==> config.mk <==
export PLATFORM = sky130hd
export DESIGN_NAME = line_edit_buffer_core
export DESIGN_NICKNAME = d
export VERILOG_FILES = /design/src/design/leb_pkg.sv /design/src/design/line_edit_buffer_core.sv /design/src/design/leb_cell.sv
export SDC_FILE = /design/constraint.sdc
export NUM_CORES = 1
export LEC_CHECK = 0
export BUFFER_PORTS_ARGS = -buffer_cell sky130_fd_sc_hd__clkbuf_2
export CORE_ASPECT_RATIO = 1.1
export CORE_MARGIN = 5
export CORE_UTILIZATION = 46
export CTS_BUF_LIST = sky130_fd_sc_hd__clkbuf_2
export DETAILED_ROUTE_END_ITERATION = 8
export HOLD_SLACK_MARGIN = 0.02
export PLACE_DENSITY = 0.73
export SKIP_CTS_REPAIR_TIMING = 1
export SLEW_MARGIN = 20
export SYNTH_ARGS = -nofsm -noshare
export SYNTH_HDL_FRONTEND = slang
export SYNTH_SLANG_ARGS = --single-unit
==> constraint.sdc <==
create_clock -name clk -period 9.35 [get_ports clk]
set_clock_uncertainty 0.1 [all_clocks]
set_input_delay 1.87 -clock clk [delete_from_list [all_inputs] [get_ports clk]]
set_output_delay 1.87 -clock clk [all_outputs]
set_load 0.05 [all_outputs]
==> src/design/leb_pkg.sv <==
// Shared types and constants for the line edit buffer.
// Used by leb_cell and line_edit_buffer_core; depends on nothing.
package leb_pkg;

    localparam int CHAR_W   = 8;
    localparam int CARET_W  = 7;
    localparam int RIDX_W   = 6;
    localparam int OP_W     = 3;
    localparam int CFG_W    = 32;
    localparam int CFG_AW   = 3;

    localparam logic [CARET_W-1:0] MAX_LEN_RESET = 7'd64;
    localparam logic [CHAR_W-1:0]  CHAR_LOW      = 8'd32;
    localparam logic [CHAR_W-1:0]  CHAR_HIGH     = 8'd126;

    // Register index of max_length, taken from paddr[2]
    localparam logic REG_MAX_LENGTH = 1'b0;

    // Key event codes
    typedef enum logic [OP_W-1:0] {
        OP_LEFT      = 3'd0,
        OP_RIGHT     = 3'd1,
        OP_HOME      = 3'd2,
        OP_END       = 3'd3,
        OP_BACKSPACE = 3'd4,
        OP_DELETE    = 3'd5,
        OP_CHAR      = 3'd6,
        OP_READ      = 3'd7
    } op_t;

    // Sequencer states
    typedef enum logic [1:0] {
        ST_IDLE,
        ST_EXEC,
        ST_ROTATE,
        ST_FINISH
    } state_t;

    // Command broadcast to every cell of the row
    typedef enum logic [1:0] {
        CELL_HOLD,
        CELL_INSERT,
        CELL_REMOVE,
        CELL_ROTATE
    } cell_cmd_t;

    typedef struct packed {
        cell_cmd_t           cmd;
        logic [CARET_W-1:0]  pos;
        logic [CHAR_W-1:0]   ch;
    } cell_ctrl_t;

endpackage

==> src/design/line_edit_buffer_core.sv <==
// Top level of the line edit buffer: sequencer, caret/length state, APB register.
// Depends on leb_pkg and leb_cell (a ring of BUFFER_DEPTH cells).
//
//  channel  | dir | handshake        | payload
//  ---------+-----+------------------+-------------------------------------------
//  s_*      | in  | s_tvalid/s_tready| key event: tuser op, tdata char/ctrl/index
//  m_*      | out | m_tvalid/m_tready| result: changed, caret, length, char
//  apb      | in  | psel/penable     | max_length register at address 0
//
// An edit (move, backspace, delete, insert) is accepted, then executed (backspace,
// delete and insert shift the whole cell row in parallel), then its result is loaded.
// A read is accepted, then the ring is rotated once around and cell 0 is sampled at
// the requested index, then its result is loaded. One item is in work at a time;
// a loaded result waits in the output register while the next item is accepted
// and worked, and a result that cannot be loaded stalls the input.
// Reset clears caret, length and control; the text cells are not reset.
module line_edit_buffer_core
    import leb_pkg::*;
#(
    parameter int BUFFER_DEPTH = 64
)
(
    input  logic              clk,
    input  logic              rst_n,
    // s_tdata: char_in[7:0], ctrl_held[8], read_index[14:9], zero[15]
    input  logic              s_tvalid,
    output logic              s_tready,
    input  logic [15:0]       s_tdata,
    // s_tuser: op[2:0]
    input  logic [OP_W-1:0]   s_tuser,
    // m_tdata: changed[0], caret_out[7:1], length_out[14:8], char_out[22:15], zero[23]
    output logic              m_tvalid,
    input  logic              m_tready,
    output logic [23:0]       m_tdata,
    input  logic              psel,
    input  logic              penable,
    input  logic              pwrite,
    input  logic [CFG_AW-1:0] paddr,
    input  logic [CFG_W-1:0]  pwdata,
    output logic [CFG_W-1:0]  prdata,
    output logic              pready
);

    localparam int IW = (BUFFER_DEPTH > 1) ? $clog2(BUFFER_DEPTH) : 1;
    localparam int RW = (IW > RIDX_W) ? IW : RIDX_W;
    localparam logic [IW-1:0] CNT_LAST = IW'(BUFFER_DEPTH - 1);

    state_t               state_reg, state_next;
    op_t                  op_reg, op_next;
    logic [CHAR_W-1:0]    ch_reg, ch_next;
    logic                 ctrl_reg, ctrl_next;
    logic [RIDX_W-1:0]    ridx_reg, ridx_next;
    logic [IW-1:0]        cnt_reg, cnt_next;
    logic [CARET_W-1:0]   caret_reg, caret_next;
    logic [CARET_W-1:0]   length_reg, length_next;
    logic                 changed_reg, changed_next;
    logic [CHAR_W-1:0]    rchar_reg, rchar_next;
    logic                 m_tvalid_reg, m_tvalid_next;
    logic [23:0]          m_tdata_reg, m_tdata_next;
    logic [CARET_W-1:0]   max_length_reg;

    cell_ctrl_t           cell_ctrl;
    logic [CHAR_W-1:0]    cell_char [BUFFER_DEPTH];
    logic                 out_free;
    logic                 cfg_write;
    logic                 char_ok;
    logic                 room_ok;

    // ------------------------------------------------------------------
    // Configuration port
    assign pready    = 1'b1;
    assign cfg_write = psel & penable & pwrite & pready;

    always_ff @(posedge clk or negedge rst_n)
    begin
        if (!rst_n)
            max_length_reg <= MAX_LEN_RESET;
        else if (cfg_write && paddr[2] == REG_MAX_LENGTH)
            max_length_reg <= pwdata[CARET_W-1:0];
    end

    always_comb
    begin
        if (paddr[2] == REG_MAX_LENGTH)
            prdata = {{(CFG_W-CARET_W){1'b0}}, max_length_reg};
        else
            prdata = '0;
    end

    // ------------------------------------------------------------------
    // Cell ring
    for (genvar i = 0; i < BUFFER_DEPTH; i++)
    begin : g_cell
        leb_cell #(
            .POS (i)
        ) u_cell (
            .clk        (clk),
            .ctrl       (cell_ctrl),
            .left_char  (cell_char[(i + BUFFER_DEPTH - 1) % BUFFER_DEPTH]),
            .right_char (cell_char[(i + 1) % BUFFER_DEPTH]),
            .char_q     (cell_char[i])
        );
    end

    // ------------------------------------------------------------------
    // Next state
    assign out_free = !m_tvalid_reg || m_tready;

    always_comb
    begin
        state_next = state_reg;
        case (state_reg)
            ST_IDLE:
            begin
                if (s_tvalid)
                    state_next = (op_t'(s_tuser) == OP_READ) ? ST_ROTATE : ST_EXEC;
            end
            ST_EXEC:
                state_next = ST_FINISH;
            ST_ROTATE:
            begin
                if (cnt_reg == CNT_LAST)
                    state_next = ST_FINISH;
            end
            ST_FINISH:
            begin
                if (out_free)
                    state_next = ST_IDLE;
            end
            default:
                state_next = ST_IDLE;
        endcase
    end

    // ------------------------------------------------------------------
    // Datapath and outputs
    assign char_ok = !ctrl_reg && ch_reg >= CHAR_LOW && ch_reg <= CHAR_HIGH;
    assign room_ok = (length_reg < max_length_reg) && (int'(length_reg) < BUFFER_DEPTH);

    always_comb
    begin
        op_next       = op_reg;
        ch_next       = ch_reg;
        ctrl_next     = ctrl_reg;
        ridx_next     = ridx_reg;
        cnt_next      = cnt_reg;
        caret_next    = caret_reg;
        length_next   = length_reg;
        changed_next  = changed_reg;
        rchar_next    = rchar_reg;
        m_tdata_next  = m_tdata_reg;
        m_tvalid_next = m_tvalid_reg && !m_tready;
        cell_ctrl     = '{cmd: CELL_HOLD, pos: '0, ch: '0};
        s_tready      = 1'b0;

        case (state_reg)
            ST_IDLE:
            begin
                s_tready = 1'b1;
                if (s_tvalid)
                begin
                    op_next      = op_t'(s_tuser);
                    ch_next      = s_tdata[7:0];
                    ctrl_next    = s_tdata[8];
                    ridx_next    = s_tdata[14:9];
                    cnt_next     = '0;
                    changed_next = 1'b0;
                    rchar_next   = '0;
                end
            end
            ST_EXEC:
            begin
                case (op_reg)
                    OP_LEFT:
                    begin
                        if (caret_reg != '0)
                            caret_next = caret_reg - 1'b1;
                    end
                    OP_RIGHT:
                    begin
                        if (caret_reg < length_reg)
                            caret_next = caret_reg + 1'b1;
                    end
                    OP_HOME:
                        caret_next = '0;
                    OP_END:
                        caret_next = length_reg;
                    OP_BACKSPACE:
                    begin
                        if (caret_reg != '0 && caret_reg <= length_reg)
                        begin
                            cell_ctrl    = '{cmd: CELL_REMOVE, pos: caret_reg - 1'b1,
                                             ch: '0};
                            caret_next   = caret_reg - 1'b1;
                            length_next  = length_reg - 1'b1;
                            changed_next = 1'b1;
                        end
                    end
                    OP_DELETE:
                    begin
                        if (caret_reg < length_reg)
                        begin
                            cell_ctrl    = '{cmd: CELL_REMOVE, pos: caret_reg, ch: '0};
                            length_next  = length_reg - 1'b1;
                            changed_next = 1'b1;
                        end
                    end
                    OP_CHAR:
                    begin
                        if (char_ok && room_ok && caret_reg <= length_reg)
                        begin
                            cell_ctrl    = '{cmd: CELL_INSERT, pos: caret_reg, ch: ch_reg};
                            caret_next   = caret_reg + 1'b1;
                            length_next  = length_reg + 1'b1;
                            changed_next = 1'b1;
                        end
                    end
                    default:
                        cell_ctrl = '{cmd: CELL_HOLD, pos: '0, ch: '0};
                endcase
            end
            ST_ROTATE:
            begin
                // cell 0 holds the character originally at index cnt_reg
                cell_ctrl = '{cmd: CELL_ROTATE, pos: '0, ch: '0};
                if (RW'(cnt_reg) == RW'(ridx_reg) && {1'b0, ridx_reg} < length_reg)
                    rchar_next = cell_char[0];
                cnt_next = cnt_reg + 1'b1;
            end
            ST_FINISH:
            begin
                if (out_free)
                begin
                    m_tvalid_next = 1'b1;
                    m_tdata_next  = {1'b0, rchar_reg, length_reg, caret_reg, changed_reg};
                end
            end
            default:
                s_tready = 1'b0;
        endcase
    end

    // ------------------------------------------------------------------
    // Control registers
    always_ff @(posedge clk or negedge rst_n)
    begin
        if (!rst_n)
        begin
            state_reg    <= ST_IDLE;
            caret_reg    <= '0;
            length_reg   <= '0;
            m_tvalid_reg <= 1'b0;
        end
        else
        begin
            state_reg    <= state_next;
            caret_reg    <= caret_next;
            length_reg   <= length_next;
            m_tvalid_reg <= m_tvalid_next;
        end
    end

    // Payload registers
    always_ff @(posedge clk)
    begin
        op_reg      <= op_next;
        ch_reg      <= ch_next;
        ctrl_reg    <= ctrl_next;
        ridx_reg    <= ridx_next;
        cnt_reg     <= cnt_next;
        changed_reg <= changed_next;
        rchar_reg   <= rchar_next;
        m_tdata_reg <= m_tdata_next;
    end

    assign m_tvalid = m_tvalid_reg;
    assign m_tdata  = m_tdata_reg;

    // ------------------------------------------------------------------
    // Assertions
    a_caret_in_text: assert property (@(posedge clk) disable iff (!rst_n)
        caret_reg <= length_reg)
        else $error("caret beyond text length");

    a_length_fits: assert property (@(posedge clk) disable iff (!rst_n)
        int'(length_reg) <= BUFFER_DEPTH)
        else $error("text length beyond buffer depth");

    a_one_in_work: assert property (@(posedge clk) disable iff (!rst_n)
        (s_tvalid && s_tready) |=> !s_tready)
        else $error("second item taken while one is in work");

    a_rotate_count: assert property (@(posedge clk) disable iff (!rst_n)
        (state_reg == ST_ROTATE && cnt_reg != CNT_LAST) |=>
        (state_reg == ST_ROTATE && cnt_reg == $past(cnt_reg) + 1'b1))
        else $error("rotation stopped early");

endmodule

==> src/design/leb_cell.sv <==
// One character cell of the text row; trades data with both neighbors.
// Depends on leb_pkg for the cell command struct.
module leb_cell
    import leb_pkg::*;
#(
    parameter int POS = 0
)
(
    input  logic              clk,
    input  cell_ctrl_t        ctrl,
    input  logic [CHAR_W-1:0] left_char,
    input  logic [CHAR_W-1:0] right_char,
    output logic [CHAR_W-1:0] char_q
);

    logic [CHAR_W-1:0] char_reg;
    logic [CHAR_W-1:0] char_next;

    // insert: cells past the caret take from the left, the caret cell takes the key
    // remove: cells at or past the hole take from the right
    // rotate: whole ring steps toward cell 0
    always_comb
    begin
        char_next = char_reg;
        case (ctrl.cmd)
            CELL_INSERT:
            begin
                if (int'(ctrl.pos) < POS)
                    char_next = left_char;
                else if (int'(ctrl.pos) == POS)
                    char_next = ctrl.ch;
            end
            CELL_REMOVE:
            begin
                if (int'(ctrl.pos) <= POS)
                    char_next = right_char;
            end
            CELL_ROTATE:
                char_next = right_char;
            default:
                char_next = char_reg;
        endcase
    end

    always_ff @(posedge clk)
    begin
        char_reg <= char_next;
    end

    assign char_q = char_reg;

endmodule
---- Yosys cells after proc, flatten, opt, wreduce, memory -nomap -nowiden ----
Cells that the tools add are included.
word-level totals
  output and inout bits ................... 59
  bits in registers ....................... 592
  bits of input ports ..................... 61
  word-level logic and storage cells ...... 821
operators by class
  bitwise logic cells ..................... 3
  magnitude comparators ................... 134
  reductions and logical operators ........ 94
  multiplexer cells ....................... 289
  $add $sub $neg .......................... 5
  equality and inequality tests ........... 219
operators by type and width
  cell                                                                               count
  8-bit 2-to-1 mux                                                                   193
  8-bit case mux with 3 select lines                                                 64
  7-bit equality test (second input constant)                                        32
  7-bit by 6-bit less-or-equal comparator with 1-bit output (second input constant)  32
  7-bit by 6-bit < comparator with 1-bit output (second input constant)              32
  3-bit AND reduction                                                                66
  3-bit by 1-bit != test with 1-bit output (second input constant)                   63
  2-bit by 1-bit != test with 1-bit output (second input constant)                   65
  7-bit by 6-bit equality test with 1-bit output (second input constant)             16
  7-bit by 5-bit less-or-equal comparator with 1-bit output (second input constant)  16
  7-bit by 5-bit < comparator with 1-bit output (second input constant)              16
  7-bit by 5-bit equality test with 1-bit output (second input constant)             8
  7-bit by 4-bit less-or-equal comparator with 1-bit output (second input constant)  8
  7-bit by 4-bit < comparator with 1-bit output (second input constant)              8
  7-bit 2-to-1 mux                                                                   8
  17-bit case mux with 3 select lines                                                1
  7-bit case mux with 6 select lines                                                 1
  17-bit 2-to-1 mux                                                                  2
  17-bit case mux with 2 select lines                                                1
  7-bit by 4-bit equality test with 1-bit output (second input constant)             4
  7-bit by 3-bit less-or-equal comparator with 1-bit output (second input constant)  4
  7-bit by 3-bit < comparator with 1-bit output (second input constant)              4
  7-bit case mux with 3 select lines                                                 1
  2-bit != test (second input constant)                                              9
  other kinds (48)                                                                   90

---- Longest topological paths before layout ----
  word-level depth ........................ 12
  gate-level depth with buffers ........... 16
  mapped depth without buffers ............ 11

---- Least setup slack after synthesis ----
OpenSTA, ideal clock, no wires.
  path type ............................... input to output
  start ................................... input paddr[2]
  end ..................................... output prdata[0]
  data required time ...................... 7,380 ps
  cell stages on the path ................. 1
  buffers on the path ..................... 0
  data arrival time ....................... 2,559 ps
  slack ................................... 4,821 ps
  cell sequence ........................... nor2b_1
on the way
  word-level cells in the longest chain between the ends .. 1
ends and longest elaborated chain
  what                line                         RTL
  start: declaration  line_edit_buffer_core.sv:38  input logic [CFG_AW-1:0] paddr,
  7-bit 2-to-1 mux    line_edit_buffer_core.sv:84  if (paddr[2] == REG_MAX_LENGTH)
  end: declaration    line_edit_buffer_core.sv:40  output logic [CFG_W-1:0] prdata,
Every way passes these cells.

---- Final worst setup path ----
  start ................................... register caret_reg[0]
  end ..................................... register g_cell[13].u_cell.char_reg[6] (enable)
on the way
  word-level cells in the longest chain between the ends .. 8
  elaborated cells on any way between the ends .. 21
  those cells by class .................... 1 x add/sub; 4 x order compare; 6 x eq/ne; 5 x mux; 5 x reduce/logical
ends and longest elaborated chain
  what                                                                               line                                                        RTL
  start: declaration                                                                 line_edit_buffer_core.sv:54                                 logic [CARET_W-1:0] caret_reg, caret_next;
  start signal: assignment                                                           line_edit_buffer_core.sv:257                                caret_reg <= caret_next;
  7-bit less-or-equal comparator or 7-bit nonzero test (tied branches)               line_edit_buffer_core.sv:190, line_edit_buffer_core.sv:210
  1-bit logical AND, on equally long branches                                        line_edit_buffer_core.sv:210, line_edit_buffer_core.sv:190
  16-bit 2-to-1 mux or 17-bit 2-to-1 mux (tied branches)                             line_edit_buffer_core.sv:210, line_edit_buffer_core.sv:190
  17-bit case mux with 3 select lines *                                              line_edit_buffer_core.sv:173                                case (op_reg)
  17-bit case mux with 2 select lines *                                              line_edit_buffer_core.sv:156                                case (state_reg)
  7-bit by 4-bit < comparator with 1-bit output (tied with other cells)              leb_cell.sv:28                                              if (int'(ctrl.pos) < POS)
  3-bit by 1-bit != test with 1-bit output (no source line) (tied with other cells)  --
  3-bit AND reduction (no source line) *                                             --
  end signal: assignment                                                             leb_cell.sv:47                                              char_reg <= char_next;
  end: declaration                                                                   leb_cell.sv:16                                              logic [CHAR_W-1:0] char_reg;
Every way passes the cells marked *; elsewhere a longest branch is shown, timed or not.
A chain may end at the register's enable or synchronous reset.

==> summary.md <==
| Metric | Value |
|---|---|
| Vias in the first global route | approximately 25000 |
| Fmax | ~150 MHz |
| Gr usage total | 24.3% |
| Final setup TNS | 0 ns |
| Die Span X | 261 µm |
| Final worst-path cycle share | between 60% and 70% |
| Critical Path, Cell by Cell | inv_1 > ha_1 > nand3b_1 > a21o_1 > a21oi_1 > o32ai_1 > o21ai_0 > nand2_1 > a31oi_1 > nor2_1 > nor2_1 |
| Slowest stage delay, CP | 0.85 ns |
| Syn Std Cell Area | ~32000 µm² |
| Max FFs per register | around 510 |
| Final hold viol count | 0 |
| Sequential power share | 44.8% |
| IO Pins | 120 |
| Simple-Gate Fraction of Synth Area | between 10% and 20% |
| WP data required | 10.24 ns |
| R2r startpoint | caret_reg[0] |
| Core area | just under 70000 µm² |
| CTS H-Tree Depth | 4 |
| Die Y | ~290 µm |
| Area grow syn2layout | 7.09% |
| DP Worst Slack | roughly 3.1 ns |
| Synth Area in Compound Gates | just over 20% |
| Fin crit period | 6.45 ns |
| CTS root buffer | clkbuf_2 |
| Share of the synthesized area in the top cell type | between 50% and 60% |
| Post-route ant nets | 0 |
| Std-Cell Rows | 101 |
| Xor-xnor portion of the synthesized cell area | 0.658% |
| DR iter-0 viols | about 3300 |
| Number of flops mapped to enable cells by yosys | 568 |
| Largest family of logic cells by synthesized area | compound AO/OA/AOI/OAI gates |
| Post-DR wirelength/cell | 22.8 µm |
| Skew-Pair Late Insertion Delay | between 1 and 1.5 ns |
| Min-delay worst type | reg2reg |
| RSZ-0062 raised after global routing | no |
| R2R Path End | g_cell[13].u_cell.char_q[6] |
| WS Path Type | reg2reg |
| Comb pwr share | between 30% and 40% |
| Ys flop type | edfxtp_1 |
| Max-slew headroom | 23.4% |
| Peak VDD IR | 0.273 mV |
| Adder and majority cell fraction of the synthesized area | under 10% |
| Worst EP arrival | 7.34 ns |
| Power Internal | ~7400 µW |
| Ys async rst share | between 4 and 5% |
| Largest net degree at the start of global routing | 230 |
| P_sw | between 5000 and 6000 µW |
| Total of warnings raised by yosys | 0 |
| Final setup viols | 0 |
| Synthesized instance count | between 3000 and 4000 |
| Routed vias | ~26000 |
| Mapped Avg Cell Area | around 10 µm² |
| Largest area contributor in the netlist | edfxtp_1 |
| RePlAce Congestion | roughly 0.96 |
| Post-DR vias/cell | roughly 6.3 |
| Dpl hpwl | ~60000 µm |
| Leak | approximately 0.012 µW |
| Most instantiated cells after synthesis | 568 x edfxtp_1, 536 x nand2_1, 270 x o21ai_0 |
| Bufs and invs on worst path | 1 |
| Count leader, synth | edfxtp_1 |
| FF-to-FF setup slack | between 2 and 3 ns |
| Clock-pin slew on the worst setup and hold paths | ~0.090 ns |
| Measured slew at the worst slew-check pin | ~1.1 ns |
| Worst path slowest cell | a31oi_1 |
| Pre-Repair DR Iteration Count | 8 |
| TritonCTS Buffers | roughly 160 |
| Most common cell on crit path | nor2_1 |
| Worst Slack Setup Final | slightly below 3 ns |
| Post-layout net count | about 3200 |
| Final slew viol count | 0 |
| GRT Residual Overflow | 0 |
| Worst path depth | 11 |
| Starting density of the core | 46.4% |
| Initial antenna violation count | 3 |
| Outcome | finished clean |
| DRC viols | 0 |
| First-pass GRT wire length | between 100000 and 150000 µm |
| Critical path capture point | g_cell[13].u_cell.char_q[6] |
| CTS tree | built |
| Power density cells | between 300 and 400 nW/µm² |
| Register bit count reported by yosys | 592 |
| FF-to-FF path depth | 11 |
| Multiplexer area fraction after synthesis | about 2.5% |
| Startpoint types | register |
| Crit path launch | caret_reg[0] |
| Post-synthesis sequential area ratio | 55.3% |
| Post-Route Utilization | 49.7% |
| MaxCap Viol Count | 0 |
| IO Port Bufs | 64 |
| Final wirelength | 93600 µm |
| Yosys cell types | 91 |
| Synth area leaders | edfxtp_1 53%, a221o_1 6.5%, nand2_1 6.3%, o21ai_0 4.2%, and2_1 3.0% |
| CTS max path bufs | 3 |
| Sw frac | 40.4% |
| Crit end category | register |
| Layout cells sized above 1 | between 10% and 20% |
| Die area | 74800 µm² |
| Clk network pwr share | 15.4% |
| CP max FO | 21 |
| Clock sinks | approximately 590 |
| Top Family by Delay on Critical Path | compound AO/OA/AOI/OAI gates |
==> per-stage QoR <==
step | std cells | power [µW] | cell area (µm²) | hold WS [ns]
6_report | 4100 | 12500 | 34200 | 0.325
5_1_grt | 4100 | 13200 | 34200 | 0.344
4_1_cts | 4095 | 12400 | 34100 | 0.327
3_5_place_dp | 3841 | 10500 | 32700 | 0.305
3_3_place_gp | 3841 | 10300 | 32700 | 0.303
2_1_floorplan | 3085 | 9090 | 32000 | 0.300
==> cell usage in the layout (no fill, tap or decap), types with 10 or more instances in the layout <==
cell	n
and3_1	29
a211oi_1	17
buf_4	42
inv_1	25
o21ai_2	10
a21oi_1	152
a22oi_1	60
clkbuf_2	291
a21o_1	13
mux2i_1	66
edfxtp_1	568
nor2_1	208
conb_1	27
nand2_1	536
dfrtp_1	23
o21ai_0	270
mux2_2	11
nand4_1	12
xnor2_1	14
o21ai_1	22
a31oi_1	36
nor4_1	13
nand3_1	53
ha_1	32
o211ai_1	42
xor2_1	10
nor3_1	34
and2_1	150
a221o_1	208
clkinv_1	14
==> power by group through the flow <==
stage / clock network, µW / registers, µW / logic, µW
after global placement: 0 / 5600 / 4680
after detailed placement: 0 / 5630 / 4840
final: 1930 / 5600 / 4970
after floorplan: 0 / 5390 / 3690
after CTS: 1960 / 5580 / 4860
after global routing: 2090 / 5700 / 5450
==> cell families after synthesis <==
| group | after synthesis |
|---|---|
| buf+inv | 304 |
| other cells | 2 |
| xor+xnor | 24 |
| simple gates | 1094 |
| compound gates | 933 |
| mux | 78 |
| fa+ha+maj | 33 |
| flops | 592 |
==> layer usage <==
metal,vias up,wire length [µm],GRT usage [%]
met3,293,8500,5.81
met5,-,0,0
li1,11600,-,-
met2,1397,43100,38.2
met4,0,4870,12.5
met1,12400,37100,31.4
==> cell type report <==
class	instances	area, µm²
fill	6278	34700
sequential	592	17700
multi-input combinational	2189	13100
tap	927	1160
clock buffer	227	1140
timing repair buffer	110	731
clock inverter	27	300
inverter	25	93.8
antenna	3	7.51
==> worst min path at each step <==
| stage | startpoint | to | slack [ns] | depth (start not counted) |
|---|---|---|---|---|
| after floorplan | changed_reg | m_tdata[0] | 0.30 | 0 |
| after global placement | rchar_reg[1] | m_tdata[16] | 0.30 | 0 |
| after detailed placement | rchar_reg[1] | m_tdata[16] | 0.30 | 0 |
| after CTS | rchar_reg[3] | m_tdata[18] | 0.33 | 0 |
| after global routing | rchar_reg[1] | m_tdata[16] | 0.34 | 0 |
| final | rchar_reg[3] | m_tdata[18] | 0.32 | 0 |
Note: power is estimated with default switching activity, not from simulation.
